[config.mk]
export PLATFORM = sky130hd
export DESIGN_NAME = actuator_status_frame_parser
export DESIGN_NICKNAME = d
export VERILOG_FILES = /design/src/design/asfp_pkg.sv /design/src/design/asfp_front.sv /design/src/design/asfp_queue.sv /design/src/design/asfp_back.sv /design/src/design/actuator_status_frame_parser.sv
export SDC_FILE = /design/constraint.sdc
export NUM_CORES = 1
export LEC_CHECK = 0
export BUFFER_PORTS_ARGS = -buffer_cell sky130_fd_sc_hd__buf_2
export CAP_MARGIN = 20
export CORE_ASPECT_RATIO = 1.4
export CORE_MARGIN = 2
export CORE_UTILIZATION = 57
export CTS_BUF_LIST = sky130_fd_sc_hd__clkbuf_8
export CTS_CLUSTER_SIZE = 30
export DETAILED_ROUTE_END_ITERATION = 16
export MAX_ROUTING_LAYER = met4
export PLACE_DENSITY_LB_ADDON = 0.3
export SLEW_MARGIN = 20
export SYNTH_ARGS = -nofsm -noshare
export SYNTH_HDL_FRONTEND = slang
export SYNTH_SLANG_ARGS = --single-unit
[constraint.sdc]
create_clock -name clk -period 7.5 [get_ports clk]
set_input_delay 0.375 -clock clk [delete_from_list [all_inputs] [get_ports clk]]
set_output_delay 0.375 -clock clk [all_outputs]
set_load 0.01 [all_outputs]
[src/design/asfp_pkg.sv]
// Package for the actuator status frame parser.
// Holds the widths, frame positions, register indexes and the queue entry type.
// No dependencies.
package asfp_pkg;

    localparam int BYTE_W = 8;
    localparam int WORD_W = 16;
    localparam int POS_W = 9;
    localparam int STATUS_BYTES = 12;
    localparam int NUM_WORDS = 6;
    localparam int FIRST_STATUS_POS = 7;
    localparam int QUEUE_DEPTH = 2;

    localparam logic [POS_W-1:0] POS_HUNT = 9'd0;
    localparam logic [POS_W-1:0] POS_HEADER_SECOND = 9'd1;
    localparam logic [POS_W-1:0] POS_LENGTH = 9'd2;
    localparam logic [POS_W-1:0] POS_ID = 9'd3;
    localparam logic [POS_W-1:0] POS_CMD = 9'd4;
    localparam logic [POS_W-1:0] LENGTH_OFFSET = 9'd4;

    localparam int CFG_INDEX_W = 2;
    localparam logic [CFG_INDEX_W-1:0] CFG_HEADER_FIRST = 2'd0;
    localparam logic [CFG_INDEX_W-1:0] CFG_HEADER_SECOND = 2'd1;
    localparam logic [CFG_INDEX_W-1:0] CFG_CMD_READ_STATUS = 2'd2;
    localparam logic [CFG_INDEX_W-1:0] CFG_CMD_WRITE_REGISTER = 2'd3;

    localparam logic [BYTE_W-1:0] RESET_HEADER_FIRST = 8'hAA;
    localparam logic [BYTE_W-1:0] RESET_HEADER_SECOND = 8'h55;
    localparam logic [BYTE_W-1:0] RESET_CMD_READ_STATUS = 8'h30;
    localparam logic [BYTE_W-1:0] RESET_CMD_WRITE_REGISTER = 8'h32;

    typedef logic [STATUS_BYTES-1:0][BYTE_W-1:0] asfp_status_t;

    typedef struct packed {
        logic         updated;
        logic [BYTE_W-1:0] id;
        asfp_status_t status;
    } asfp_entry_t;

endpackage

[src/design/asfp_front.sv]
// Front part of the actuator status frame parser: configuration registers and
// the per-byte frame parser that pushes each good frame into the queue.
// Depends on asfp_pkg.
module asfp_front
(
    input  logic                                clk,
    input  logic                                rst_n,
    input  logic                                cfg_we,
    input  logic [asfp_pkg::CFG_INDEX_W-1:0]    cfg_index,
    input  logic [asfp_pkg::BYTE_W-1:0]         cfg_data,
    input  logic                                in_valid,
    output logic                                in_stall,
    input  logic [asfp_pkg::BYTE_W-1:0]         rx_byte,
    input  logic                                burst_start,
    input  logic                                q_full,
    output logic                                q_push,
    output asfp_pkg::asfp_entry_t               q_entry
);

    logic [asfp_pkg::BYTE_W-1:0] hdr_first_reg;
    logic [asfp_pkg::BYTE_W-1:0] hdr_second_reg;
    logic [asfp_pkg::BYTE_W-1:0] cmd_read_reg;
    logic [asfp_pkg::BYTE_W-1:0] cmd_write_reg;

    logic [asfp_pkg::POS_W-1:0]  pos_reg, pos_next, pos_eff;
    logic [asfp_pkg::BYTE_W-1:0] len_reg, len_next, len_eff;
    logic [asfp_pkg::BYTE_W-1:0] sum_reg, sum_next, sum_eff;
    logic [asfp_pkg::BYTE_W-1:0] id_reg, id_next;
    logic [asfp_pkg::BYTE_W-1:0] cmd_reg, cmd_next;
    asfp_pkg::asfp_status_t      status_reg, status_next;
    logic                        accept;
    logic                        good_frame;

    assign in_stall = q_full;
    assign accept = in_valid && !in_stall;

    always_ff @(posedge clk or negedge rst_n)
    begin
        if (!rst_n)
        begin
            hdr_first_reg <= asfp_pkg::RESET_HEADER_FIRST;
            hdr_second_reg <= asfp_pkg::RESET_HEADER_SECOND;
            cmd_read_reg <= asfp_pkg::RESET_CMD_READ_STATUS;
            cmd_write_reg <= asfp_pkg::RESET_CMD_WRITE_REGISTER;
        end
        else if (cfg_we)
        begin
            case (cfg_index)
                asfp_pkg::CFG_HEADER_FIRST:       hdr_first_reg <= cfg_data;
                asfp_pkg::CFG_HEADER_SECOND:      hdr_second_reg <= cfg_data;
                asfp_pkg::CFG_CMD_READ_STATUS:    cmd_read_reg <= cfg_data;
                asfp_pkg::CFG_CMD_WRITE_REGISTER: cmd_write_reg <= cfg_data;
                default:                          hdr_first_reg <= hdr_first_reg;
            endcase
        end
    end

    always_comb
    begin
        pos_eff = burst_start ? asfp_pkg::POS_HUNT : pos_reg;
        len_eff = burst_start ? '0 : len_reg;
        sum_eff = burst_start ? '0 : sum_reg;
        pos_next = pos_eff;
        len_next = len_eff;
        sum_next = sum_eff;
        id_next = id_reg;
        cmd_next = cmd_reg;
        status_next = status_reg;
        good_frame = 1'b0;
        if (pos_eff == asfp_pkg::POS_HUNT)
        begin
            if (rx_byte == hdr_first_reg)
            begin
                pos_next = asfp_pkg::POS_HEADER_SECOND;
            end
        end
        else if (pos_eff == asfp_pkg::POS_HEADER_SECOND)
        begin
            if (rx_byte == hdr_second_reg)
            begin
                pos_next = asfp_pkg::POS_LENGTH;
            end
        end
        else if (pos_eff == asfp_pkg::POS_LENGTH)
        begin
            len_next = rx_byte;
            sum_next = rx_byte;
            pos_next = asfp_pkg::POS_ID;
        end
        else if (pos_eff == asfp_pkg::POS_ID)
        begin
            id_next = rx_byte;
            sum_next = sum_eff + rx_byte;
            pos_next = asfp_pkg::POS_CMD;
        end
        else
        begin
            if (pos_eff == asfp_pkg::POS_CMD)
            begin
                cmd_next = rx_byte;
            end
            for (int k = 0; k < asfp_pkg::STATUS_BYTES; k++)
            begin
                if (pos_eff == asfp_pkg::POS_W'(asfp_pkg::FIRST_STATUS_POS + k))
                begin
                    status_next[k] = rx_byte;
                end
            end
            if (pos_eff != ({1'b0, len_eff} + asfp_pkg::LENGTH_OFFSET))
            begin
                sum_next = sum_eff + rx_byte;
                pos_next = pos_eff + 1'b1;
            end
            else
            begin
                pos_next = asfp_pkg::POS_HUNT;
                good_frame = (sum_eff == rx_byte);
            end
        end
    end

    always_ff @(posedge clk or negedge rst_n)
    begin
        if (!rst_n)
        begin
            pos_reg <= '0;
            len_reg <= '0;
            sum_reg <= '0;
            id_reg <= '0;
            cmd_reg <= '0;
            status_reg <= '0;
        end
        else if (accept)
        begin
            pos_reg <= pos_next;
            len_reg <= len_next;
            sum_reg <= sum_next;
            id_reg <= id_next;
            cmd_reg <= cmd_next;
            status_reg <= status_next;
        end
    end

    assign q_push = accept && good_frame;
    assign q_entry.updated = (cmd_next == cmd_read_reg) || (cmd_next == cmd_write_reg);
    assign q_entry.id = id_next;
    assign q_entry.status = status_next;

endmodule

[src/design/asfp_queue.sv]
// Short result queue between the parser front and the output back part.
// Register-based ring buffer of asfp_entry_t items. Depends on asfp_pkg.
module asfp_queue
#(
    parameter int DEPTH = asfp_pkg::QUEUE_DEPTH
)
(
    input  logic                  clk,
    input  logic                  rst_n,
    input  logic                  push,
    input  asfp_pkg::asfp_entry_t push_entry,
    output logic                  full,
    input  logic                  pop,
    output logic                  not_empty,
    output asfp_pkg::asfp_entry_t head_entry
);

    localparam int PTR_W = (DEPTH > 1) ? $clog2(DEPTH) : 1;
    localparam int CNT_W = $clog2(DEPTH + 1);

    asfp_pkg::asfp_entry_t mem [DEPTH];
    logic [PTR_W-1:0] wr_ptr_reg, rd_ptr_reg;
    logic [CNT_W-1:0] count_reg;

    assign full = (count_reg == CNT_W'(DEPTH));
    assign not_empty = (count_reg != '0);
    assign head_entry = mem[rd_ptr_reg];

    always_ff @(posedge clk)
    begin
        if (push)
        begin
            mem[wr_ptr_reg] <= push_entry;
        end
    end

    always_ff @(posedge clk or negedge rst_n)
    begin
        if (!rst_n)
        begin
            wr_ptr_reg <= '0;
            rd_ptr_reg <= '0;
            count_reg <= '0;
        end
        else
        begin
            if (push)
            begin
                wr_ptr_reg <= (wr_ptr_reg == PTR_W'(DEPTH - 1)) ? '0 : wr_ptr_reg + 1'b1;
            end
            if (pop)
            begin
                rd_ptr_reg <= (rd_ptr_reg == PTR_W'(DEPTH - 1)) ? '0 : rd_ptr_reg + 1'b1;
            end
            if (push && !pop)
            begin
                count_reg <= count_reg + 1'b1;
            end
            else if (pop && !push)
            begin
                count_reg <= count_reg - 1'b1;
            end
        end
    end

    a_no_overflow: assert property (@(posedge clk) disable iff (!rst_n)
        push |-> !full || pop)
        else $error("Item pushed into a full queue.");

    a_no_underflow: assert property (@(posedge clk) disable iff (!rst_n)
        pop |-> not_empty)
        else $error("Item popped from an empty queue.");

    a_count_up: assert property (@(posedge clk) disable iff (!rst_n)
        (push && !pop) |=> count_reg == $past(count_reg) + 1'b1)
        else $error("Queue count did not follow a push.");

    a_count_bound: assert property (@(posedge clk) disable iff (!rst_n)
        count_reg <= CNT_W'(DEPTH))
        else $error("Queue count beyond depth.");

endmodule

[src/design/asfp_back.sv]
// Back part of the actuator status frame parser: holds the reported status
// words and the output register of the result channel. Depends on asfp_pkg.
module asfp_back
(
    input  logic                         clk,
    input  logic                         rst_n,
    input  logic                         q_not_empty,
    input  asfp_pkg::asfp_entry_t        q_entry,
    output logic                         q_pop,
    output logic                         out_valid,
    input  logic                         out_stall,
    output logic                         status_updated,
    output logic [asfp_pkg::BYTE_W-1:0]  responder_id,
    output logic [asfp_pkg::NUM_WORDS-1:0][asfp_pkg::WORD_W-1:0] words
);

    logic                        out_valid_reg;
    logic                        updated_reg;
    logic [asfp_pkg::BYTE_W-1:0] id_reg;
    logic [asfp_pkg::NUM_WORDS-1:0][asfp_pkg::WORD_W-1:0] words_reg, words_next;

    assign q_pop = q_not_empty && (!out_valid_reg || !out_stall);

    always_comb
    begin
        for (int k = 0; k < asfp_pkg::NUM_WORDS; k++)
        begin
            words_next[k] = {q_entry.status[2 * k + 1], q_entry.status[2 * k]};
        end
    end

    always_ff @(posedge clk or negedge rst_n)
    begin
        if (!rst_n)
        begin
            out_valid_reg <= 1'b0;
            words_reg <= '0;
        end
        else
        begin
            if (q_pop)
            begin
                out_valid_reg <= 1'b1;
                if (q_entry.updated)
                begin
                    words_reg <= words_next;
                end
            end
            else if (!out_stall)
            begin
                out_valid_reg <= 1'b0;
            end
        end
    end

    always_ff @(posedge clk)
    begin
        if (q_pop)
        begin
            updated_reg <= q_entry.updated;
            id_reg <= q_entry.id;
        end
    end

    assign out_valid = out_valid_reg;
    assign status_updated = updated_reg;
    assign responder_id = id_reg;
    assign words = words_reg;

endmodule

[src/design/actuator_status_frame_parser.sv]
// Top level of the actuator status frame parser.
// Connects asfp_front, asfp_queue and asfp_back. Depends on asfp_pkg.
//
// The block takes one received byte per clock cycle on the input channel, while
// in_stall is low, and reports one result for each frame whose checksum is good.
// Every byte is parsed in the cycle in which it is accepted; a good frame's
// result enters a queue of QUEUE_DEPTH items and moves from there into the
// output register when the output side is free. The input stalls only while
// the queue is full, which happens only when the output side has stalled long
// enough for that many results to pile up. The user must write the four header
// and command codes on the configuration port only while the block is idle; the
// block itself does not enforce this.
module actuator_status_frame_parser
#(
    parameter int QUEUE_DEPTH = asfp_pkg::QUEUE_DEPTH
)
(
    input  logic                             clk,
    input  logic                             rst_n,
    input  logic                             cfg_we,
    input  logic [asfp_pkg::CFG_INDEX_W-1:0] cfg_index,
    input  logic [asfp_pkg::BYTE_W-1:0]      cfg_data,
    input  logic                             in_valid,
    output logic                             in_stall,
    input  logic [asfp_pkg::BYTE_W-1:0]      rx_byte,
    input  logic                             burst_start,
    output logic                             out_valid,
    input  logic                             out_stall,
    output logic                             status_updated,
    output logic [asfp_pkg::BYTE_W-1:0]      responder_id,
    output logic [asfp_pkg::WORD_W-1:0]      position,
    output logic [asfp_pkg::WORD_W-1:0]      motor_current,
    output logic [asfp_pkg::WORD_W-1:0]      force_res,
    output logic [asfp_pkg::WORD_W-1:0]      speed,
    output logic [asfp_pkg::WORD_W-1:0]      error_word,
    output logic [asfp_pkg::WORD_W-1:0]      temperature
);

    logic                  q_full;
    logic                  q_push;
    logic                  q_pop;
    logic                  q_not_empty;
    asfp_pkg::asfp_entry_t push_entry;
    asfp_pkg::asfp_entry_t head_entry;
    logic [asfp_pkg::NUM_WORDS-1:0][asfp_pkg::WORD_W-1:0] words;

    asfp_front u_front
    (
        .clk         (clk),
        .rst_n       (rst_n),
        .cfg_we      (cfg_we),
        .cfg_index   (cfg_index),
        .cfg_data    (cfg_data),
        .in_valid    (in_valid),
        .in_stall    (in_stall),
        .rx_byte     (rx_byte),
        .burst_start (burst_start),
        .q_full      (q_full),
        .q_push      (q_push),
        .q_entry     (push_entry)
    );

    asfp_queue #(.DEPTH(QUEUE_DEPTH)) u_queue
    (
        .clk        (clk),
        .rst_n      (rst_n),
        .push       (q_push),
        .push_entry (push_entry),
        .full       (q_full),
        .pop        (q_pop),
        .not_empty  (q_not_empty),
        .head_entry (head_entry)
    );

    asfp_back u_back
    (
        .clk            (clk),
        .rst_n          (rst_n),
        .q_not_empty    (q_not_empty),
        .q_entry        (head_entry),
        .q_pop          (q_pop),
        .out_valid      (out_valid),
        .out_stall      (out_stall),
        .status_updated (status_updated),
        .responder_id   (responder_id),
        .words          (words)
    );

    assign position = words[0];
    assign motor_current = words[1];
    assign force_res = words[2];
    assign speed = words[3];
    assign error_word = words[4];
    assign temperature = words[5];

endmodule

; After elaboration in Yosys (flattened, before gate mapping)
; Memory sizes are Yosys's and may differ from the RTL's.
; Index checks and enable logic that the tools add are counted.
[classes]
n_addsub = 7
eq_ne = 27
muxes = 56
reduce_logical = 21
[op_table]
columns = op, count
row1 = $mux 96, 4
row2 = $mux 8, 31
row3 = $eq 9x4->1 const B, 8
row4 = $mux 9, 8
row5 = $eq 8x8->1, 5
row6 = $eq 9x5->1 const B, 3
row7 = $eq 9x2->1 const B, 2
row8 = $eq 9x3->1 const B, 2
row9 = $mux 1, 11
row10 = $reduce_and 2->1, 5
row11 = $add 8x3->9 const B, 1
row12 = $add 9x1->9 const B, 1
row13 = $eq 9x1->1 const B, 1
row14 = $logic_not 9->1, 1
row15 = $ne 9x9->1, 1
row16 = $add 8x8->8, 1
row17 = $eq 2x2->1 const B, 3
row18 = $logic_and 1x1->1, 5
row19 = $logic_not 1->1, 5
row20 = $mux 2, 2
row21 = $reduce_bool 2->1, 2
row22 = $add 1x1->1 const B, 2
row23 = $add 2x1->2 const B, 1
row24 = $eq 2x1->1 const B, 1
row25 = other kinds (4), 5
[totals]
reg_bits = 279
ramBits = 210
input_bits = 24
elab_cells = 145
mem_count = 1
[memory_table]
columns = memory, depth, width, read_ports, rd_clocked_by_memory_dff, write_ports, line
row1 = u_queue.mem, 2, 105, 1, 0, 1, asfp_queue.sv:21  ; asfp_pkg::asfp_entry_t mem [DEPTH];

; Longest topological paths before layout
; Gate-level depths: netlist (run 1).
[depth]
word_depth = 13
mapped_depth = 14
depth_no_buf = 12

; Cells and area by module
; A second synthesis (run 1) with hierarchy kept.
[unflattened]
hier_cells = 1438
hier_area_um2 = 21299.2
[modules_own_cells]
columns = mod, n_inst, cells_per_inst, area_each_um2, seq_area_each_um2
row1 = asfp_front, 1, 879, 9335.2, 4245.3
row2 = asfp_queue, 1, 343, 7925.1, 6406.1
row3 = asfp_back, 1, 216, 4038.9, 2697.6

; Worst setup path after synthesis (run 1)
; Ideal clock, no wire load.
[synth_path]
path_type = input -> register
startpoint = in burst_start
endpoint = mem u_queue.mem[0][0] (netlist bit) (enable)
setup_ns = 0.582
arrival_ns = 7.067
required_time_ns = 6.918
setup_slack_ns = -0.150
stages = 11
path_buffers = 2
path_cell_list = clkbuf_1 > inv_1 > nand2_1 > inv_1 > ha_1 > clkbuf_1 > or3_1 > a21oi_1 > nand4_1 > nor4b_2 > nor2b_1
[synth_via]
elab_chain_cells = 11
elab_cells_between_ends = 18
cone_classes = add/sub: 1 / eq/ne: 5 / mux: 10 / reduce/logical: 2
[synth_rtl]
columns = element, line
row1 = from (decl), actuator_status_frame_parser.sv:26  ; input logic burst_start,
row2 = $mux 8, asfp_front.sv:61  ; len_eff = burst_start ? '0 : len_reg;
row3 = $add 8x3->9, asfp_front.sv:109  ; if (pos_eff != ({1'b0, len_eff} + asfp_pkg::LENGTH_OFFSET))
row4 = $ne 9x9->1, asfp_front.sv:109
row5 = $mux 1, asfp_front.sv:109
row6 = $mux 1, asfp_front.sv:90  ; else if (pos_eff == asfp_pkg::POS_ID)
row7 = $mux 1, asfp_front.sv:84  ; else if (pos_eff == asfp_pkg::POS_LENGTH)
row8 = $mux 1, asfp_front.sv:77  ; else if (pos_eff == asfp_pkg::POS_HEADER_SECOND)
row9 = $mux 1 *, asfp_front.sv:70  ; if (pos_eff == asfp_pkg::POS_HUNT)
row10 = $logic_and 1x1->1 *, asfp_front.sv:144  ; assign q_push = accept && good_frame;
row11 = named net q_push, actuator_status_frame_parser.sv:40  ; logic q_push;
row12 = $mux 1 *, asfp_queue.sv:31  ; if (push)
row13 = $mux 1 (not written as such) *, asfp_queue.sv:33  ; mem[wr_ptr_reg] <= push_entry;
row14 = to (decl), asfp_queue.sv:21
; Mark *: on every way through the listed nets, which the timed path passes. The rest lies on a longest branch.

; Final worst setup path (run 1)
[layout_path]
startpoint = reg u_front.pos_reg[0] (netlist bit)
endpoint = mem u_queue.mem[1][85] (netlist bit) (enable)
[layout_via]
elab_chain_cells = 10
elab_cells_between_ends = 14
cone_classes = eq/ne: 4 / mux: 8 / reduce/logical: 2
[layout_rtl]
columns = element, line
row1 = from (decl), asfp_front.sv:25  ; logic [asfp_pkg::POS_W-1:0] pos_reg, pos_next, pos_eff;
row2 = from (signal assigned), asfp_front.sv:135  ; pos_reg <= pos_next;
row3 = $mux 9 *, asfp_front.sv:60  ; pos_eff = burst_start ? asfp_pkg::POS_HUNT : pos_reg;
row4 = $ne 9x9->1, asfp_front.sv:109
row5 = $mux 1, asfp_front.sv:109
row6 = $mux 1, asfp_front.sv:90
row7 = $mux 1, asfp_front.sv:84
row8 = $mux 1, asfp_front.sv:77
row9 = $mux 1 *, asfp_front.sv:70
row10 = $logic_and 1x1->1 *, asfp_front.sv:144
row11 = named net q_push, actuator_status_frame_parser.sv:40
row12 = $mux 1 *, asfp_queue.sv:31
row13 = $mux 1 (not written as such) *, asfp_queue.sv:33
; Marks and branches as above.

==> impl_metrics.ini, run 1 <==
[outcome]
status = complete, no violations

[final_layout]
final_cells = 2160
layout_common_cells = dfrtp_1, mux2_2, edfxtp_1
final_core_util_pct = 65.0
layout_commonest_cell = dfrtp_1
fillCellCount = 2668
largest_register_ffs = 210
synthToLayoutAreaGrowth_pct = 11.7
nets = 1674
drive_above_1_share_pct = 30.5

[cts]
htree_levels = 3
clk_latency_ps = 630
cts_tree = done
cts_setup_buffers = 0
clockRootBuffer = clkbuf_8
cts_buffers = 72
cts_sinks = 489
clk_path_buf_depth = 3
clkTransAtPathRegs_ps = 70

[sta]
drv_slew = 0
finalHoldViolCount = 0
fmax_mhz = 220
rsz0062_at_grt = no
slew_headroom_pct = 29.6
fin_crit_ps = 4540
tightest_slew_ps = 1060
setup_tns_ps = 0
final.period_utilization_pct = 60.5
skew_ps = 35.1
setup_viol = 0

[critical_path]
worst-r2r-setup-slack_ps = 2960
cp.arrival_ps = 4780
crit_family = simple AND/OR/NAND/NOR gates
path_cells = nor2b_1, inv_1, ha_1, or3_1, a21oi_1, nand4_1, nor4b_2, and2_4, buf_4
cp_data_required_time_ps = 7740
crit_fanout = 58
start_kind = register
critPathSlowestCell = and2_4
cpPeakStageDelay_ps = 810
crit_type = reg -> reg
path_buf_inv = 2
critPathCaptureType = register

[power]
p_seq_share_pct = 46.6
ir_worst_vdd_mv = 0.287
p_per_area_nw_per_um2 = 335
p_int_mw = 5.35
leakage_nw = 9.75
p_sw_mw = 2.47
pwr-share-clk_pct = 27.7
combPwrFrac_pct = 25.7
p_sw_share_pct = 31.5

[run]
maxCapViolCount = 0

[yosys]
synth_edf_count = 219
synth-seq-cells = 489
async_reset_ff_share_pct = 55.2
ys_top_cells_by_area = edfxtp_1, dfrtp_1, mux2_2
synth_fp_nets = 1559
ys.flop_type = dfrtp_1
syn_area_per_cell_sq_um = 13.7
yosysTopAreaCell = edfxtp_1
yosysSeqAreaShare_pct = 63.9
syn_inst = 1521
netlist.area_leader.share_pct = 31.5
ys_warn_count = 0
syn_area_sq_um = 20900
yosysUniqueCellTypes = 69

[detailed_routing]
drtPass1Iterations = 5
wl_microns = 42300
ant_nets = 0
vias_per_cell = 5.72
wl_per_cell_microns = 19.6
drt-initial-drc-count = 751
route.vias.total = 12400
drc_errors = 0

[floorplan]
io-pin-count = 131
fp.dieW_microns = 166
row_count = 82
die_h_microns = 230
die-area_sq_um = 38200
fp.coreArea_sq_um = 35900
start_util_pct = 58.1

[placement]
dpl.hpwl_microns = 26200
gp_congestion = 0.887
numPortBuffers = 130
dpl.cell_count = 2023

[global_route]
grt_use_total_pct = 22.7
grt_pass1_vias = 12600
grt_pass1_wl_microns = 66500
grt_max_degree = 168
antenna_found_initial = 2
gr-total-overflow = 0

[min_path]
hp-class = in -> reg
worst paths after layout:
check,to,startpoint,cells past startpoint
worst max-delay path,u_queue.mem[1][85]$_DFFE_PP_,u_front.pos_reg[0]$_DFFE_PN0P_,9
worst min-delay path,u_back.out_valid$_DFFE_PN0P_,out_stall,3
worst max register to register,u_queue.mem[1][85]$_DFFE_PP_,u_front.pos_reg[0]$_DFFE_PN0P_,9
worst min register to register,u_front.status_reg[67]$_DFFE_PN0P_,u_front.status_reg[67]$_DFFE_PN0P_,2
max in group asynchronous,u_queue.rd_ptr_reg$_DFFE_PN0P_,rst_n,3
min in group asynchronous,u_front.cmd_write_reg[6]$_DFFE_PN0P_,rst_n,2
power by group through the flow:
| stage | Clock, mW | Sequential (mW) | Combinational (mW) |
|---|---|---|---|
| final | 2.17 | 3.64 | 2.01 |
| after global routing | 2.33 | 3.71 | 2.22 |
| after CTS | 2.21 | 3.65 | 2.04 |
| after detailed placement | 0 | 3.70 | 2.02 |
| after global placement | 0 | 3.67 | 1.98 |
| after floorplan | 0 | 3.70 | 1.31 |
cell families after synthesis:
| family | after synthesis | synth area share, % |
|---|---|---|
| xor gates and xnor gates | 48 | 2.01 |
| and+or+nand+nor | 306 | 7.34 |
| AOI/OAI and AO/OA | 212 | 5.99 |
| DFF | 489 | 63.9 |
| adders and majority gates | 14 | 0.875 |
| buffers and inverters | 120 | 2.41 |
| muxes | 332 | 17.4 |
tightest hold or removal path: stages:
cell and delay (ps):
buf_2 80, nand2_1 100, nand2_1 80
per-layer routing:
layer	vias to the layer above	wire length (microns)	track usage, %
li1	5785	-	-
met1	6166	17400	27.6
met2	317	21200	37.7
met3	94	2130	4.30
met4	0	1470	9.70
met5	-	0	-
through the flow:
step	setup WS (ps)	cell area, sq um	total power, mW	hold WS (ps)
after detailed placement	2610	21800	5.72	477
final	2960	23300	7.82	63.2
after floorplan	1860	20900	5.02	79.4
after CTS	2910	23300	7.89	17.7
after global routing	2630	23300	8.26	39.3
after global placement	2780	21800	5.65	457
repair_timing:
item,CTS,global route
endpoints found under the setup margin,0,0
endpoints found under the hold margin,90,0
hold buffers,1,0
gates resized for setup,0,0
area by class of cell:
cell class | count | area (sq um) | share of cell area (%)
antenna | 2 | 5.00 | 0.0215
clock buffer | 86 | 1180 | 5.07
clock inverter | 48 | 315 | 1.35
inverter | 21 | 78.8 | 0.338
multi-input combinational | 912 | 7050 | 30.2
sequential | 489 | 13400 | 57.2
tap | 462 | 578 | 2.48
timing repair buffer | 140 | 763 | 3.27
cell usage after synthesis (2+ instances only):
| library cell | number |
|---|---|
| buf_1 | 11 |
| nand3_1 | 16 |
| and3_1 | 10 |
| a32oi_1 | 2 |
| nand4_1 | 8 |
| a31oi_1 | 11 |
| o31a_1 | 2 |
| ha_1 | 13 |
| nor4_1 | 4 |
| buf_2 | 18 |
| nor4_4 | 2 |
| xor2_1 | 29 |
| nor2_4 | 6 |
| o211ai_1 | 7 |
| nand3b_1 | 6 |
| or3_1 | 8 |
| a21oi_1 | 104 |
| mux2_2 | 222 |
| o2111ai_1 | 3 |
| clkbuf_1 | 65 |
| xnor2_1 | 19 |
| o211a_1 | 2 |
| inv_1 | 20 |
| o21ai_0 | 46 |
| mux2_4 | 8 |
| nor2_1 | 137 |
| and4_1 | 2 |
| or4_1 | 3 |
| edfxtp_1 | 219 |
| a22oi_1 | 6 |
| a22o_1 | 8 |
| nor2b_1 | 15 |
| nor3_1 | 18 |
| o22ai_1 | 2 |
| and2_1 | 6 |
| dfstp_2 | 13 |
| dfrtp_1 | 257 |
| buf_6 | 3 |
| mux2i_1 | 102 |
| o21a_1 | 5 |
| nand2_1 | 51 |
| or2_2 | 2 |
| a222oi_1 | 4 |
(Power assumes the default switching activity.)
==> run 2, diff against run 1 <==
ABC_AREA = 1   (was default)
CORE_UTILIZATION = 60   (was 57)
clock period = 4.5 ns   (was 7.5 ns; I/O delays follow)
==> run 2 against run 1 <==
Global-route usage grew 3.9 points. Worst setup slack worse by 1700 ps. Sequential share of layout area is 0.12 points higher. Sequential cell count unchanged. Die area down 6.2%. Synthesized area decreased by 1.4%. Utilization rose by 3.6 points. Fmax is 39% higher. Critical endpoint is now u_queue.mem[1][62]$_DFFE_PP_.
==> impl_metrics.ini, run 2 <==
[outcome]
status = complete, no violations

[power]
p_per_area_nw_per_um2 = 599
p_total_mw = 13.9
leakage_nw = 10.4
ir_worst_vdd_mv = 0.452

[yosys]
syn_area_sq_um = 20600
synth_most_common_cell = nand2_1
async_reset_ff_share_pct = 55.2
ys_top_cells_by_area = edfxtp_1, dfrtp_1, nand2_1
synth_edf_count = 219
ys.flop_type = dfrtp_1
synth_fp_nets = 1993
synth-seq-cells = 489
netlist.area_leader.share_pct = 31.9
syn_area_per_cell_sq_um = 10.5
syn_inst = 1955
yosysSeqAreaShare_pct = 64.8
synth_common_cells = nand2_1, dfrtp_1, edfxtp_1, nor2_1, a21oi_1
yosysUniqueCellTypes = 45
ys_warn_count = 0
yosysTopAreaCell = edfxtp_1

[critical_path]
cpMostUsedCell = nand2_1
cp_data_required_time_ps = 4780
cpPeakStageDelay_ps = 510
crit_fanout = 20
critPathCaptureType = register
start_kind = register
worst-r2r-setup-slack_ps = 1230
crit_type = reg -> reg
path_cells = nand2_2, inv_1, ha_1, nand2_1, nor3_2, nand2_1, nand2_1, nor2_2, nand2_1, nor2_1, nand4_1, nor2_4, buf_4
critPathSlowestCell = nor2_4
cp.arrival_ps = 3540

[cts]
clk_latency_ps = 620
cts_buffers = 70
cts_tree = done
clockRootBuffer = clkbuf_8
clkTransAtPathRegs_ps = 70
htree_levels = 3
cts_sinks = 489
ctsResizeCount = 0
clk_path_buf_depth = 3

[sta]
finalHoldViolCount = 0
setup_viol = 0
drv_slew = 0
tightest_slew_ps = 1120
final.period_utilization_pct = 72.6
skew_ps = 28.7
fmax_mhz = 306
rsz0062_at_grt = no
worst_slack_ps = 1230
slew_headroom_pct = 25.4
fin_crit_ps = 3270

[run]
maxCapViolCount = 0

[placement]
dpl.hpwl_microns = 28600
dpl.cell_count = 2463
gp_congestion = 0.922
numPortBuffers = 130
place_ws_ps = 946
place_area_sq_um = 21700

[detailed_routing]
ant_nets = 0
vias_per_cell = 5.53
drtPass1Iterations = 6
drt-initial-drc-count = 1086
wl_per_cell_microns = 17.5
route.vias.total = 14400
wl_microns = 45600
drc_errors = 0

[floorplan]
io-pin-count = 131
die_h_microns = 223
fp.dieW_microns = 161
start_util_pct = 60.7
fp.coreArea_sq_um = 33900
row_count = 80
die-area_sq_um = 35800

[final_layout]
nets = 2133
layout_commonest_cell = nand2_1
layout_common_cells = nand2_1, dfrtp_1, edfxtp_1
diodes = 0
synthToLayoutAreaGrowth_pct = 13.1
fin_area_sq_um = 23300
largest_register_ffs = 210
final_cells = 2604
drive_above_1_share_pct = 15.0

[global_route]
gr-total-overflow = 0
antenna_found_initial = 0
grt_max_degree = 112
grt_pass1_vias = 14200
grt_pass1_wl_microns = 72100
grt_use_total_pct = 26.6

[min_path]
hp-class = in -> reg
-- run 2: cell types whose count changed after synthesis, sizes merged, moves of 22 or more --
cell   previous run  this run
nand3            16        49
buf              33        11
inv              20        82
o21ai            47       171
nand2            53       587
mux2            230         9
-- run 2: critical path, delay by kind of cell, from the launching register on --
| kind | cells | cell delay [ps] |
|---|---|---|
| flip-flops | 1 | 420 |
| buffers and inverters | 2 | 460 |
| AND/OR/NAND/NOR | 10 | 1820 |
| adder cells (fa/ha/maj) | 1 | 200 |
-- run 2: power breakdown --
group / switching [mW] / total [mW] / internal [mW]
clock network: 1.65 / 3.55 / 1.91
registers: 0.576 / 6.33 / 5.75
logic: 2.54 / 4.07 / 1.53
-- run 2: per-layer routing --
layer / track usage (%) / share of wire [%] / vias up
li1: - / - / 6839
met1: 30.2 / 38 / 6978
met2: 45.6 / 52 / 480
met3: 4.80 / 5.8 / 102
met4: 12.9 / 4.0 / 0
met5: - / 0 / -
-- run 2: cells by family (layout without fill, tap and decap cells) --
kind of cell / Yosys count / count (layout) / share of synthesized area (%)
AND/OR/NAND/NOR: 822 / 822 / 16.2
AO/OA/AOI/OAI: 307 / 307 / 7.71
multiplexers: 105 / 105 / 5.16
XOR/XNOR: 42 / 42 / 1.79
flip-flops: 489 / 489 / 64.8
buffers and inverters: 176 / 374 / 3.45
adder cells (fa/ha/maj): 14 / 14 / 0.887
-- run 2: layout make-up --
type	count	area, sq um
flip-flops and latches	489	13400
clock buffers	82	1130
repair buffers	161	1040
inverters	83	317
multi-input cells	1290	6560
clock inverters	48	318
fillers	2450	10700
well taps	451	564
-- run 2: path summary, 6_finish.rpt --
path                                                          from                                   end  cells after the start
worst max-delay path                u_front.pos_reg[1]$_DFFE_PN0P_          u_queue.mem[1][62]$_DFFE_PP_                     13
worst min-delay path                                    rx_byte[3]        u_front.len_reg[3]$_DFFE_PN0P_                      3
worst max register to register      u_front.pos_reg[1]$_DFFE_PN0P_          u_queue.mem[1][62]$_DFFE_PP_                     13
worst min register to register  u_front.status_reg[10]$_DFFE_PN0P_    u_front.status_reg[10]$_DFFE_PN0P_                      2
max in group asynchronous                                    rst_n        u_queue.wr_ptr_reg$_DFFE_PN0P_                      3
min in group asynchronous                                    rst_n  u_front.cmd_write_reg[0]$_DFFE_PN0P_                      2
-- run 2: per-stage QoR --
| stage | hold WS [ps] | setup TNS (ps) | util, % |
|---|---|---|---|
| floorplan | -70.6 | -153240 | - |
| global placement | 305 | 0 | 64.0 |
| detailed placement | 301 | 0 | 64.0 |
| CTS | 23.4 | 0 | 68.5 |
| global route | 51.8 | 0 | 68.6 |
| finish | 72.3 | 0 | 68.6 |
-- run 2: repair_timing --
action	in CTS	in global routing
endpoints found under the hold margin	113	0
setup buffers	0	0
hold buffers	10	0
